--- src/unary_code_bit_packer_top_macros.svh ---
// Assertion macros shared by the unary code bit packer modules.
`ifndef UNARY_CODE_BIT_PACKER_TOP_MACROS_SVH
`define UNARY_CODE_BIT_PACKER_TOP_MACROS_SVH

`ifndef SYNTHESIS

// Same-cycle implication, checked out of reset.
`define UCBP_ASSERT_IMPLY(label, clk, rst_n, ante, cons) \
    label: assert property (@(posedge clk) disable iff (!rst_n) (ante) |-> (cons)) \
        else $error("unary packer check failed");

// Next-cycle implication, checked out of reset.
`define UCBP_ASSERT_NEXT(label, clk, rst_n, ante, cons) \
    label: assert property (@(posedge clk) disable iff (!rst_n) (ante) |=> (cons)) \
        else $error("unary packer check failed");

`else

`define UCBP_ASSERT_IMPLY(label, clk, rst_n, ante, cons)
`define UCBP_ASSERT_NEXT(label, clk, rst_n, ante, cons)

`endif

`endif

--- src/ucbp_pkg.sv ---
// Package: types and constants of the unary code bit packer.
`timescale 1ns / 1ps

package ucbp_pkg;

    localparam int unsigned CFG_IDX_W = 2;
    localparam logic [CFG_IDX_W-1:0] CFG_START_OFFSET = 2'd0;
    localparam logic [CFG_IDX_W-1:0] CFG_CAPACITY     = 2'd1;

    localparam logic       KIND_ENCODE = 1'b0;
    localparam logic       KIND_END    = 1'b1;
    localparam logic [7:0] BYTE_ONES   = 8'hff;
    localparam logic [3:0] BYTE_BITS_FULL = 4'd8;

    typedef enum logic [1:0] {
        ST_IDLE,
        ST_PACK,
        ST_END,
        ST_ERR
    } state_t;

    // Commands from the controller to the datapath
    typedef struct packed {
        logic start;     // word accepted on the input channel
        logic step;      // pack one chunk of the current code
        logic end_emit;  // emit the end-of-stream word and close the stream
        logic err_emit;  // emit the error word
    } cmd_t;

    // Status from the datapath to the controller
    typedef struct packed {
        logic out_free;   // output register can take a word this cycle
        logic item_end;   // input word is an end item
        logic fail_now;   // input encode word fails (capacity or earlier failure)
        logic pack_done;  // this packing step completes the code
    } status_t;

endpackage

--- src/ucbp_ctrl.sv ---
// Controller state machine of the unary code bit packer.
`timescale 1ns / 1ps
`include "unary_code_bit_packer_top_macros.svh"

module ucbp_ctrl
    import ucbp_pkg::*;
(
    input  logic    clk,
    input  logic    rst_n,
    input  logic    in_valid,
    output logic    in_stall,
    input  status_t st,
    output cmd_t    cmd
);

    state_t state_reg;
    state_t state_next;

    always_ff @(posedge clk or negedge rst_n)
    begin
        if (!rst_n)
        begin
            state_reg <= ST_IDLE;
        end
        else
        begin
            state_reg <= state_next;
        end
    end

    // Next state
    always_comb
    begin
        state_next = state_reg;
        unique case (state_reg) inside
            ST_IDLE:
            begin
                if (in_valid)
                begin
                    if (st.item_end)
                        state_next = ST_END;
                    else if (st.fail_now)
                        state_next = ST_ERR;
                    else
                        state_next = ST_PACK;
                end
            end
            ST_PACK:
            begin
                if (st.out_free && st.pack_done)
                    state_next = ST_IDLE;
            end
            ST_END, ST_ERR:
            begin
                if (st.out_free)
                    state_next = ST_IDLE;
            end
            default: state_next = ST_IDLE;
        endcase
    end

    // Outputs
    always_comb
    begin
        cmd      = '0;
        in_stall = 1'b1;
        unique case (state_reg)
            ST_IDLE:
            begin
                in_stall  = 1'b0;
                cmd.start = in_valid;
            end
            ST_PACK: cmd.step     = st.out_free;
            ST_END:  cmd.end_emit = st.out_free;
            ST_ERR:  cmd.err_emit = st.out_free;
            default: in_stall = 1'b1;
        endcase
    end

    `UCBP_ASSERT_NEXT(a_end_goes_end, clk, rst_n, cmd.start && st.item_end, state_reg == ST_END)

endmodule

--- src/ucbp_datapath.sv ---
// Datapath of the unary code bit packer: stream state, packing step, output register.
`timescale 1ns / 1ps
`include "unary_code_bit_packer_top_macros.svh"

module ucbp_datapath
    import ucbp_pkg::*;
(
    input  logic                 clk,
    input  logic                 rst_n,
    input  cmd_t                 cmd,
    output status_t              st,
    input  logic                 kind,
    input  logic [7:0]           value,
    input  logic                 cfg_valid,
    input  logic [CFG_IDX_W-1:0] cfg_index,
    input  logic [15:0]          cfg_data,
    output logic                 out_valid,
    input  logic                 out_stall,
    output logic [7:0]           out_byte,
    output logic [3:0]           byte_bits,
    output logic [18:0]          total_bits,
    output logic                 error,
    output logic                 last
);

    logic [2:0]  offset_reg;
    logic [15:0] cap_reg;

    logic [7:0]  partial_reg, partial_next;
    logic [2:0]  fill_reg, fill_next;
    logic [18:0] bits_reg, bits_next;
    logic [15:0] bytes_reg, bytes_next;
    logic        open_reg, open_next;
    logic        failed_reg, failed_next;
    logic [7:0]  ones_reg, ones_next;

    logic        out_valid_reg, out_valid_next;
    logic [7:0]  out_byte_reg, out_byte_next;
    logic [3:0]  out_bits_reg, out_bits_next;
    logic [18:0] out_total_reg, out_total_next;
    logic        out_err_reg, out_err_next;
    logic        out_last_reg, out_last_next;

    logic [2:0]  eff_fill;
    logic [15:0] eff_bytes;
    logic [18:0] eff_bits;
    logic [7:0]  eff_partial;
    logic        eff_failed;
    logic [18:0] used;
    logic [19:0] need;
    logic        over;

    logic [3:0]  space;
    logic        chunk_full;
    logic [7:0]  ones_left;
    logic [7:0]  part_ones;
    logic [3:0]  new_fill;
    logic        out_free;
    logic        emit;

    always_ff @(posedge clk or negedge rst_n)
    begin
        if (!rst_n)
        begin
            offset_reg <= 3'd0;
            cap_reg    <= 16'd128;
        end
        else if (cfg_valid)
        begin
            unique case (cfg_index)
                CFG_START_OFFSET: offset_reg <= cfg_data[2:0];
                CFG_CAPACITY:     cap_reg    <= cfg_data;
                default:          ;
            endcase
        end
    end

    // Values that an encode word sees: the open stream's state, or a fresh one at the start offset
    always_comb
    begin
        eff_fill    = open_reg ? fill_reg    : offset_reg;
        eff_bytes   = open_reg ? bytes_reg   : 16'd0;
        eff_bits    = open_reg ? bits_reg    : 19'd0;
        eff_partial = open_reg ? partial_reg : 8'd0;
        eff_failed  = open_reg && failed_reg;
        used        = {eff_bytes, 3'b000} + 19'(eff_fill);
        need        = 20'(used) + 20'(value) + 20'd1;
        over        = need > {1'b0, cap_reg, 3'b000};
    end

    // One packing step: fill the current byte with ones, or finish the code
    always_comb
    begin
        space      = BYTE_BITS_FULL - 4'(fill_reg);
        chunk_full = ones_reg >= 8'(space);
        ones_left  = ones_reg - 8'(space);
        part_ones  = ~(BYTE_ONES << ones_reg[2:0]);
        new_fill   = 4'(fill_reg) + 4'(ones_reg[2:0]) + 4'd1;
    end

    assign out_free = !out_valid_reg || !out_stall;

    always_comb
    begin
        st.out_free  = out_free;
        st.item_end  = (kind == KIND_END);
        st.fail_now  = eff_failed || over;
        st.pack_done = !chunk_full;
    end

    always_comb
    begin
        partial_next   = partial_reg;
        fill_next      = fill_reg;
        bits_next      = bits_reg;
        bytes_next     = bytes_reg;
        open_next      = open_reg;
        failed_next    = failed_reg;
        ones_next      = ones_reg;
        emit           = 1'b0;
        out_byte_next  = out_byte_reg;
        out_bits_next  = out_bits_reg;
        out_total_next = out_total_reg;
        out_err_next   = out_err_reg;
        out_last_next  = out_last_reg;

        if (cmd.start && kind == KIND_ENCODE)
        begin
            open_next    = 1'b1;
            fill_next    = eff_fill;
            bytes_next   = eff_bytes;
            partial_next = eff_partial;
            bits_next    = eff_bits;
            failed_next  = eff_failed;
            if (eff_failed || over)
            begin
                failed_next = 1'b1;
            end
            else
            begin
                bits_next = eff_bits + 19'(value) + 19'd1;
                ones_next = value;
            end
        end

        if (cmd.step)
        begin
            if (chunk_full)
            begin
                // top of the byte is all ones: emit it and carry on at bit 0
                emit          = 1'b1;
                out_byte_next = partial_reg | (BYTE_ONES << fill_reg);
                out_bits_next = BYTE_BITS_FULL;
                out_last_next = ones_left < 8'd7;
                ones_next     = ones_left;
                partial_next  = 8'd0;
                fill_next     = 3'd0;
                bytes_next    = bytes_reg + 16'd1;
            end
            else
            begin
                // remaining ones and the closing zero fit in this byte
                ones_next = 8'd0;
                if (new_fill == BYTE_BITS_FULL)
                begin
                    emit          = 1'b1;
                    out_byte_next = partial_reg | (part_ones << fill_reg);
                    out_bits_next = BYTE_BITS_FULL;
                    out_last_next = 1'b1;
                    partial_next  = 8'd0;
                    fill_next     = 3'd0;
                    bytes_next    = bytes_reg + 16'd1;
                end
                else
                begin
                    partial_next = partial_reg | (part_ones << fill_reg);
                    fill_next    = new_fill[2:0];
                end
            end
            out_total_next = bits_reg;
            out_err_next   = 1'b0;
        end

        if (cmd.err_emit)
        begin
            emit           = 1'b1;
            out_byte_next  = 8'd0;
            out_bits_next  = 4'd0;
            out_total_next = bits_reg;
            out_err_next   = 1'b1;
            out_last_next  = 1'b1;
        end

        if (cmd.end_emit)
        begin
            emit           = 1'b1;
            out_byte_next  = 8'd0;
            out_bits_next  = 4'd0;
            out_total_next = open_reg ? bits_reg : 19'd0;
            out_err_next   = open_reg && failed_reg;
            out_last_next  = 1'b1;
            if (open_reg && !failed_reg && fill_reg != 3'd0)
            begin
                out_byte_next = partial_reg;
                out_bits_next = 4'(fill_reg);
            end
            // close the stream
            partial_next = 8'd0;
            fill_next    = 3'd0;
            bits_next    = 19'd0;
            bytes_next   = 16'd0;
            open_next    = 1'b0;
            failed_next  = 1'b0;
        end

        if (emit)
            out_valid_next = 1'b1;
        else if (!out_stall)
            out_valid_next = 1'b0;
        else
            out_valid_next = out_valid_reg;
    end

    always_ff @(posedge clk or negedge rst_n)
    begin
        if (!rst_n)
        begin
            partial_reg   <= 8'd0;
            fill_reg      <= 3'd0;
            bits_reg      <= 19'd0;
            bytes_reg     <= 16'd0;
            open_reg      <= 1'b0;
            failed_reg    <= 1'b0;
            ones_reg      <= 8'd0;
            out_valid_reg <= 1'b0;
        end
        else
        begin
            partial_reg   <= partial_next;
            fill_reg      <= fill_next;
            bits_reg      <= bits_next;
            bytes_reg     <= bytes_next;
            open_reg      <= open_next;
            failed_reg    <= failed_next;
            ones_reg      <= ones_next;
            out_valid_reg <= out_valid_next;
        end
    end

    always_ff @(posedge clk)
    begin
        out_byte_reg  <= out_byte_next;
        out_bits_reg  <= out_bits_next;
        out_total_reg <= out_total_next;
        out_err_reg   <= out_err_next;
        out_last_reg  <= out_last_next;
    end

    assign out_valid  = out_valid_reg;
    assign out_byte   = out_byte_reg;
    assign byte_bits  = out_bits_reg;
    assign total_bits = out_total_reg;
    assign error      = out_err_reg;
    assign last       = out_last_reg;

    `UCBP_ASSERT_IMPLY(a_emit_when_free, clk, rst_n, emit, out_free)
    `UCBP_ASSERT_IMPLY(a_failed_is_open, clk, rst_n, failed_reg, open_reg)
    `UCBP_ASSERT_IMPLY(a_error_is_last, clk, rst_n, out_valid_reg && out_err_reg, out_last_reg)

endmodule

--- src/unary_code_bit_packer_top.sv ---
// Top level of the unary code bit packer: controller and datapath.
`timescale 1ns / 1ps
//
//  channel   direction  handshake              payload
//  input     in         in_valid / in_stall    kind, value
//  output    out        out_valid / out_stall  out_byte, byte_bits, total_bits, error, last
//  config    in         cfg_valid / cfg_ready  cfg_index, cfg_data
//
//  An encode word of value v is accepted, then packed in v/8 + 2 packing steps at most,
//  one step a cycle, at most one output byte a step; value 255 at offset 7 gives 32 bytes
//  in 33 steps. End and error words are accepted, then emitted as a single output word.
//  The packing step logic in the datapath sets the step count; a stalled output holds
//  the step until the output register frees.
//  Reset (rst_n low, asynchronous) closes the stream, empties the output register,
//  sets the start offset to 0 and the capacity to 128 bytes.
//  Configuration writes are always taken (cfg_ready held high).
//
module unary_code_bit_packer_top
    import ucbp_pkg::*;
(
    input  logic                 clk,
    input  logic                 rst_n,
    input  logic                 in_valid,
    output logic                 in_stall,
    input  logic                 kind,
    input  logic [7:0]           value,
    output logic                 out_valid,
    input  logic                 out_stall,
    output logic [7:0]           out_byte,
    output logic [3:0]           byte_bits,
    output logic [18:0]          total_bits,
    output logic                 error,
    output logic                 last,
    input  logic                 cfg_valid,
    output logic                 cfg_ready,
    input  logic [CFG_IDX_W-1:0] cfg_index,
    input  logic [15:0]          cfg_data
);

    cmd_t    cmd;
    status_t st;

    // Registers accept a write in any cycle
    assign cfg_ready = 1'b1;

    // Sequence words: accept, then emit the bytes one step at a time
    ucbp_ctrl u_ctrl
    (
        .clk      (clk),
        .rst_n    (rst_n),
        .in_valid (in_valid),
        .in_stall (in_stall),
        .st       (st),
        .cmd      (cmd)
    );

    // Hold the stream state, pack the bits and drive the output word
    ucbp_datapath u_datapath
    (
        .clk        (clk),
        .rst_n      (rst_n),
        .cmd        (cmd),
        .st         (st),
        .kind       (kind),
        .value      (value),
        .cfg_valid  (cfg_valid),
        .cfg_index  (cfg_index),
        .cfg_data   (cfg_data),
        .out_valid  (out_valid),
        .out_stall  (out_stall),
        .out_byte   (out_byte),
        .byte_bits  (byte_bits),
        .total_bits (total_bits),
        .error      (error),
        .last       (last)
    );

endmodule
--- config.mk ---
export PLATFORM = sky130hd
export DESIGN_NAME = unary_code_bit_packer_top
export DESIGN_NICKNAME = d
export VERILOG_FILES = /design/src/ucbp_pkg.sv /design/src/ucbp_ctrl.sv /design/src/ucbp_datapath.sv /design/src/unary_code_bit_packer_top.sv
export VERILOG_INCLUDE_DIRS = /design/src /design/src/src
export SDC_FILE = /design/constraint.sdc
export NUM_CORES = 1
export LEC_CHECK = 0
export ABC_AREA = 1
export BUFFER_PORTS_ARGS = -buffer_cell sky130_fd_sc_hd__buf_2
export CORE_MARGIN = 2
export CORE_UTILIZATION = 50
export DETAILED_ROUTE_END_ITERATION = 8
export GPL_ROUTABILITY_DRIVEN = 0
export HOLD_SLACK_MARGIN = 0.08
export PLACE_DENSITY = 0.72
export SYNTH_ARGS = -nofsm -noshare
export SYNTH_HDL_FRONTEND = slang
export SYNTH_SLANG_ARGS = --single-unit
--- constraint.sdc ---
create_clock -name clk -period 7 [get_ports clk]
set_input_delay 0.7 -clock clk [delete_from_list [all_inputs] [get_ports clk]]
set_output_delay 0.7 -clock clk [all_outputs]
set_load 0.01 [all_outputs]
==> parameters.txt, run 1 <==
Parameter                              Value

Run status
  Status ... completed

Logic synthesis
  Number of distinct library cell variants in the gate-level netlist after synthesis ... 57
  Seq cells post-synth ... 111
  Mapped Cells ... 994
  Nets in the synthesized netlist ... 1071
  Area of the mapped netlist ... 7500 sq um
  Fraction of the yosys area taken by sequential cells ... 39.1%
  Warning count from the yosys run ... 0
  Leading post-synthesis cells by cell area ... sky130_fd_sc_hd__dfrtp_1 (26%), sky130_fd_sc_hd__edfxtp_1 (13%), sky130_fd_sc_hd__nand2_1 (13%)
  Post-synth EDFFs ... 32
  Post-Synthesis Mean Instance Area ... 7.54 sq um
  Commonest register cell after synthesis ... sky130_fd_sc_hd__dfrtp_1
  Fraction of synthesized cell area taken by the top area cell type ... 25.7%
  Async set-or-reset flop fraction in the synthesized netlist ... 70.3%
  Largest area contributor in the synthesized netlist ... sky130_fd_sc_hd__dfrtp_1

Route
  Remaining antenna violation count after routing ... 0
  Via density per instance ... 5.36
  1st-pass router iterations ... 5
  Number of remaining DRC errors ... 0
  Number of DRC markers after the initial detailed-route iteration ... 657
  WL/cell ... 14.4 um
  Drt total wl ... 17800 um
  Via count ... 6630

Worst setup path
  Dominant delay contributor by cell family on the critical path ... simple AND/OR/NAND/NOR gates
  Worst setup EP type ... flop
  Setup slack of the worst register-to-register path ... 1.67 ns
  Type of origin of the critical path ... flop
  Arrival time reported for the critical path endpoint ... 5.62 ns
  Worst path bufs/invs ... 4
  Library cell contributing the largest single delay on the critical path ... sky130_fd_sc_hd__dfrtp_1
  Required time at the worst-slack endpoint ... 7.29 ns
  Critical path type ... reg2reg
  Largest stage delay on the critical path ... 0.82 ns
  Maximum fanout along the worst path ... 25
  Worst path most repeated cell ... sky130_fd_sc_hd__nand2_1

Cells and area
  Final core utilization ... 56.3%
  Commonest cells after routing, fill and taps aside ... sky130_fd_sc_hd__nand2_1 (255), sky130_fd_sc_hd__inv_1 (146), sky130_fd_sc_hd__nor2_1 (94), sky130_fd_sc_hd__dfrtp_1 (77), sky130_fd_sc_hd__buf_2 (65)
  Non-filler cells, final ... 1237
  Ratio of cells with drive above 1 in the final layout ... 10.6%
  Most frequent standard cell in the layout excluding fill and tap cells ... sky130_fd_sc_hd__nand2_1
  Area added between synthesis and finish ... 9.60%
  Count of antenna diodes in the layout ... 0
  Nets ... 1125

Min path
  Hold crit path type ... reg2reg

CTS
  Hold-fix buffers, CTS ... 0
  Clock transition at path regs ... 0.08 ns
  Clock sink count ... 111
  Number of buffers between clock root and the deepest sink ... 2
  Clock tree from TritonCTS ... built
  Cells resized by post-CTS repair ... 0
  Clock network latency to the later pin of the worst-skew pair ... 0.36 ns
  Clock root buffer ... sky130_fd_sc_hd__clkbuf_16
  Number of buffers created by CTS ... 9
  Post-CTS setup repair buffer count ... 0
  H-tree depth ... 3

STA
  Final critical path time including I/O delays and setup ... 5.33 ns
  Unrepaired setup endpoints after global routing ... false
  Max-slew violations ... 0
  Slew at the pin closest to its max-slew limit ... 1.06 ns
  Post-route clock skew ... 0.00762 ns
  Share of the clock period used by the worst path ... 76.1%
  Final number of hold-violating endpoints ... 0
  Total Neg Setup Slack ... 0 ns
  Post-route worst setup slack ... 1.67 ns
  Maximum clock frequency ... 188 MHz
  Final setup violating endpoints ... 0
  Max-slew headroom at the worst pin ... 28.8%

Pwr
  Total power per unit cell area ... 422 nW/um^2
  Standby leakage power ... 4.07 nW
  Maximum vdd ir drop ... 0.239 mV

Global route
  Residual overflow from global routing ... 0
  Combined global-route utilization of all metal layers ... 23.1%
  Most utilized layer in the global route result ... met2
  Routing usage on met1 ... 33.5%
  Number of antenna violations at the first check in global routing ... 0
  Met2 layer usage reported by global route ... 35.6%
  Vias in the first global route ... 6204
  First-pass GRT wire length ... 29800 um
  Pin count of the biggest net entering global routing ... 79
  Grt met3 use ... 4.39%

Place
  Number of placed instances with taps included ... 1221
  Detailed placer's ending HPWL ... 13200 um
  Minimum setup slack after placement ... 1.77 ns
  Port Buffer Count ... 66

Floorplanning
  Initial core utilization ... 51.4%
  Die width ... 126 um
  Die height ... 126 um
  Die area ... 16000 sq um
  Boundary Pins ... 68
  Number of placement rows ... 44
  Placeable core region ... 14600 sq um

Run
  Number of max-cap violations ... 0
-- cell usage after synthesis (4+ instances only) --
cell type,n
sky130_fd_sc_hd__o21ai_1,4
sky130_fd_sc_hd__xor2_1,26
sky130_fd_sc_hd__fa_1,4
sky130_fd_sc_hd__dfrtp_1,77
sky130_fd_sc_hd__nand2_1,255
sky130_fd_sc_hd__nand2_2,6
sky130_fd_sc_hd__nand4_1,13
sky130_fd_sc_hd__a211oi_1,4
sky130_fd_sc_hd__nor2_2,6
sky130_fd_sc_hd__clkbuf_1,12
sky130_fd_sc_hd__ha_1,41
sky130_fd_sc_hd__a21oi_1,52
sky130_fd_sc_hd__nor4_1,5
sky130_fd_sc_hd__nor2_1,95
sky130_fd_sc_hd__inv_1,146
sky130_fd_sc_hd__nand3_1,53
sky130_fd_sc_hd__nor3_1,12
sky130_fd_sc_hd__o22ai_1,16
sky130_fd_sc_hd__buf_4,7
sky130_fd_sc_hd__edfxtp_1,32
sky130_fd_sc_hd__xnor2_1,15
sky130_fd_sc_hd__a221oi_1,4
sky130_fd_sc_hd__o21ai_0,55
-- metrics by stage --
| stage | cell area, sq um | total power [mW] | hold slack (ns) |
|---|---|---|---|
| global placement | 7940 | 2.95 | 0.468 |
| finish | 8220 | 3.47 | 0.490 |
| CTS | 8220 | 3.48 | 0.485 |
| floorplan | 7500 | 2.51 | 0.404 |
| detailed placement | 7940 | 2.98 | 0.472 |
| global route | 8220 | 3.80 | 0.514 |
-- cell families (layout without fill, tap and decap cells) --
group,Yosys count,after routing,share of synthesized area (%)
other,1,1,0.0500
xor gates and xnor gates,41,41,4.79
buffers and inverters,175,234,9.30
and+or+nand+nor,460,460,26.3
DFF,111,111,39.1
AOI/OAI and AO/OA,161,161,12.5
adders and majority gates,45,45,7.91
-- per-layer routing --
metal / up-vias / wire, um
li1: 3350 / -
met1: 3048 / 8560
met2: 214 / 7920
met3: 18 / 1090
met4: 0 / 229
met5: - / 0
-- path summary, 6_finish.rpt --
kind | from | to | cells past startpoint
setup / recovery | u_datapath.open_reg$_DFFE_PN0P_ | u_datapath.ones_reg[3]$_DFFE_PN0P_ | 34
hold / removal | u_datapath.bytes_reg[15]$_DFF_PN0_ | u_datapath.bytes_reg[15]$_DFF_PN0_ | 1
setup reg to reg | u_datapath.open_reg$_DFFE_PN0P_ | u_datapath.ones_reg[3]$_DFFE_PN0P_ | 34
hold reg to reg | u_datapath.bytes_reg[15]$_DFF_PN0_ | u_datapath.bytes_reg[15]$_DFF_PN0_ | 1
max in group asynchronous | rst_n | u_datapath.bits_reg[13]$_DFFE_PN0P_ | 1
min in group asynchronous | rst_n | u_datapath.bytes_reg[4]$_DFF_PN0_ | 1
-- cell type report --
class	count	area, sq um
Sequential cell	111	2930
Multi-Input combinational cell	708	3870
Inverter	151	569
Tap cell	184	230
Fill cell	1370	6370
Clock buffer	10	229
Timing Repair Buffer	67	340
Clock inverter	6	45.0
-- report_power, final --
part | switching (mW) | total, mW | internal, mW
registers | 0.179 | 1.13 | 0.950
logic | 1.21 | 1.86 | 0.648
clock network | 0.241 | 0.484 | 0.243
total | 1.63 | 3.47 | 1.84
Power figures use the tool's default switching activity.
==> run 2: changes to the inputs <==
==> constraint.sdc (replaced) <==
create_clock -name clk -period 5 [get_ports clk]
set_input_delay 0.5 -clock clk [delete_from_list [all_inputs] [get_ports clk]]
set_output_delay 0.5 -clock clk [all_outputs]
set_load 0.01 [all_outputs]
==> run 2 against run 1 <==
Against the previous run: first-iteration DRC count down 27%; sequential share of layout area decreased by 0.61 points; combinational power rose by 45%; power up 45%; cell count up 0.81%; hold slack worse by 0.18 ns; worst setup slack worse by 1.2 ns; wire length rose by 2.4%; maximum frequency up 19%; sequential cell count is the same.
==> parameters.txt, run 2 (synthesis gave the netlist of run 1 again) <==
Parameter                              Value

Cells and area
  Layout Cell Area excl Fill ... 8360 sq um
  Commonest cells after routing, fill and taps aside ... sky130_fd_sc_hd__nand2_1 (254), sky130_fd_sc_hd__inv_1 (146), sky130_fd_sc_hd__nor2_1 (94), sky130_fd_sc_hd__dfrtp_1 (77), sky130_fd_sc_hd__buf_2 (65)
  Non-filler cells, final ... 1247
  Ratio of cells with drive above 1 in the final layout ... 11.8%
  Most frequent standard cell in the layout excluding fill and tap cells ... sky130_fd_sc_hd__nand2_1
  Nets ... 1135
  Area added between synthesis and finish ... 11.5%
  Count of antenna diodes in the layout ... 0

STA
  Total Neg Setup Slack ... 0 ns
  Share of the clock period used by the worst path ... 89.5%
  Post-route clock skew ... 0.0104 ns
  Slew at the pin closest to its max-slew limit ... 1.06 ns
  Unrepaired setup endpoints after global routing ... false
  Final setup violating endpoints ... 0
  Final number of hold-violating endpoints ... 0
  Max-slew violations ... 0
  Final critical path time including I/O delays and setup ... 4.48 ns
  Maximum clock frequency ... 223 MHz
  Max-slew headroom at the worst pin ... 29.3%
  Hold_ws ... 0.314 ns

CTS
  Clock network latency to the later pin of the worst-skew pair ... 0.36 ns
  Clock transition at path regs ... 0.08 ns
  Clock root buffer ... sky130_fd_sc_hd__clkbuf_16
  Clock tree from TritonCTS ... built
  Number of buffers created by CTS ... 9
  Number of buffers between clock root and the deepest sink ... 2
  Clock sink count ... 111
  H-tree depth ... 3

Pwr
  Power share of the clock group ... 15.6%
  Maximum vdd ir drop ... 0.444 mV
  Standby leakage power ... 4.15 nW
  Internal Pwr Total ... 2.73 mW
  Sequential Power Share ... 30.9%
  Final Power ... 5.05 mW
  Switch share ... 45.9%
  Total power per unit cell area ... 604 nW/um^2
  Switching power ... 2.32 mW
  Share of power burned in combinational logic ... 53.5%

Place
  Port Buffer Count ... 66
  Area after DPL ... 7980 sq um
  Detailed placer's ending HPWL ... 13200 um
  Number of placed instances with taps included ... 1226

Floorplanning
  Initial core utilization ... 51.4%
  Placeable core region ... 14600 sq um
  Number of placement rows ... 44
  Die area ... 16000 sq um
  Boundary Pins ... 68
  Die width ... 126 um
  Die height ... 126 um

Global route
  First-pass GRT wire length ... 30200 um
  Vias in the first global route ... 6216
  Pin count of the biggest net entering global routing ... 79
  Number of antenna violations at the first check in global routing ... 0
  Combined global-route utilization of all metal layers ... 23.1%
  Residual overflow from global routing ... 0

Route
  Via density per instance ... 5.35
  Remaining antenna violation count after routing ... 0
  Drt total wl ... 18200 um
  Via count ... 6666
  WL/cell ... 14.6 um
  Number of remaining DRC errors ... 0
  1st-pass router iterations ... 5
  Number of DRC markers after the initial detailed-route iteration ... 480

Worst setup path
  Largest stage delay on the critical path ... 0.44 ns
  Maximum fanout along the worst path ... 18
  Worst R2R Path Depth ... 32
  Type of origin of the critical path ... flop
  Arrival time reported for the critical path endpoint ... 4.72 ns
  Library cell contributing the largest single delay on the critical path ... sky130_fd_sc_hd__dfrtp_1
  Worst path most repeated cell ... sky130_fd_sc_hd__nand2_1
  Worst setup EP type ... flop
  Critical path type ... reg2reg
  Required time at the worst-slack endpoint ... 5.24 ns

Min path
  Hold crit path type ... in2async

Run status
  Status ... completed

Run
  Number of max-cap violations ... 0
## run 2: final timing paths
kind / start / to / slack (ns)
min reg2reg: u_datapath.bytes_reg[15]$_DFF_PN0_ / u_datapath.bytes_reg[15]$_DFF_PN0_ / 0.49
min: rst_n / u_datapath.bytes_reg[7]$_DFF_PN0_ / 0.31
min in group clk: cfg_data[7] / u_datapath.cap_reg[7]$_DFFE_PN1P_ / 0.38
max in group asynchronous: rst_n / u_datapath.bits_reg[9]$_DFFE_PN0P_ / 4.05
max reg2reg: u_datapath.open_reg$_DFFE_PN0P_ / u_datapath.ones_reg[7]$_DFFE_PN0P_ / 0.52
max: u_datapath.open_reg$_DFFE_PN0P_ / u_datapath.ones_reg[7]$_DFFE_PN0P_ / 0.52
## run 2: worst max-delay path, delay by kind of cell, from the launching register on
kind / cells / cell delay [ns]
simple gates: 21 / 1.78
compound gates: 6 / 0.96
fa+ha+maj: 3 / 0.81
flops: 1 / 0.44
buf+inv: 2 / 0.35
## run 2: per-stage QoR
| step | utilization, % | setup slack (ns) |
|---|---|---|
| after floorplan | - | 0.916 |
| after global placement | 54.7 | 0.492 |
| after detailed placement | 54.7 | 0.284 |
| after CTS | 56.9 | 0.278 |
| after global routing | 57.3 | 0.0262 |
| final | 57.3 | 0.523 |
## run 2: timing repair
| action | in CTS | in global routing |
|---|---|---|
| endpoints found under the hold margin | 0 | 0 |
| setup endpoints to repair | 0 | 26 |
| resized for setup | 0 | 6 |
| hold buffers | 0 | 0 |
| setup buffers | 0 | 4 |
## run 2: power groups by stage
stage / Sequential [mW] / Combinational, mW / Clock [mW]
after floorplan: 1.59 / 1.93 / 0
after global placement: 1.56 / 2.58 / 0
after detailed placement: 1.57 / 2.63 / 0
after CTS: 1.56 / 2.64 / 0.797
after global routing: 1.60 / 3.07 / 0.837
final: 1.56 / 2.70 / 0.787
## run 2: cell type report
cell class,count,area [sq um]
Multi-Input combinational cell,709,3890
Inverter,151,579
Tap cell,184,230
Sequential cell,111,2930
Timing Repair Buffer,76,408
Clock buffer,10,229
Fill cell,1322,6230
Clock inverter,6,92.6
## run 2: metal layers
metal	vias up	wire length, um	track usage [%]
met3	19	1160	3.92
met1	3059	8600	33.3
met2	212	8210	36.3
met4	0	252	5.69
li1	3376	-	-
met5	-	0	0
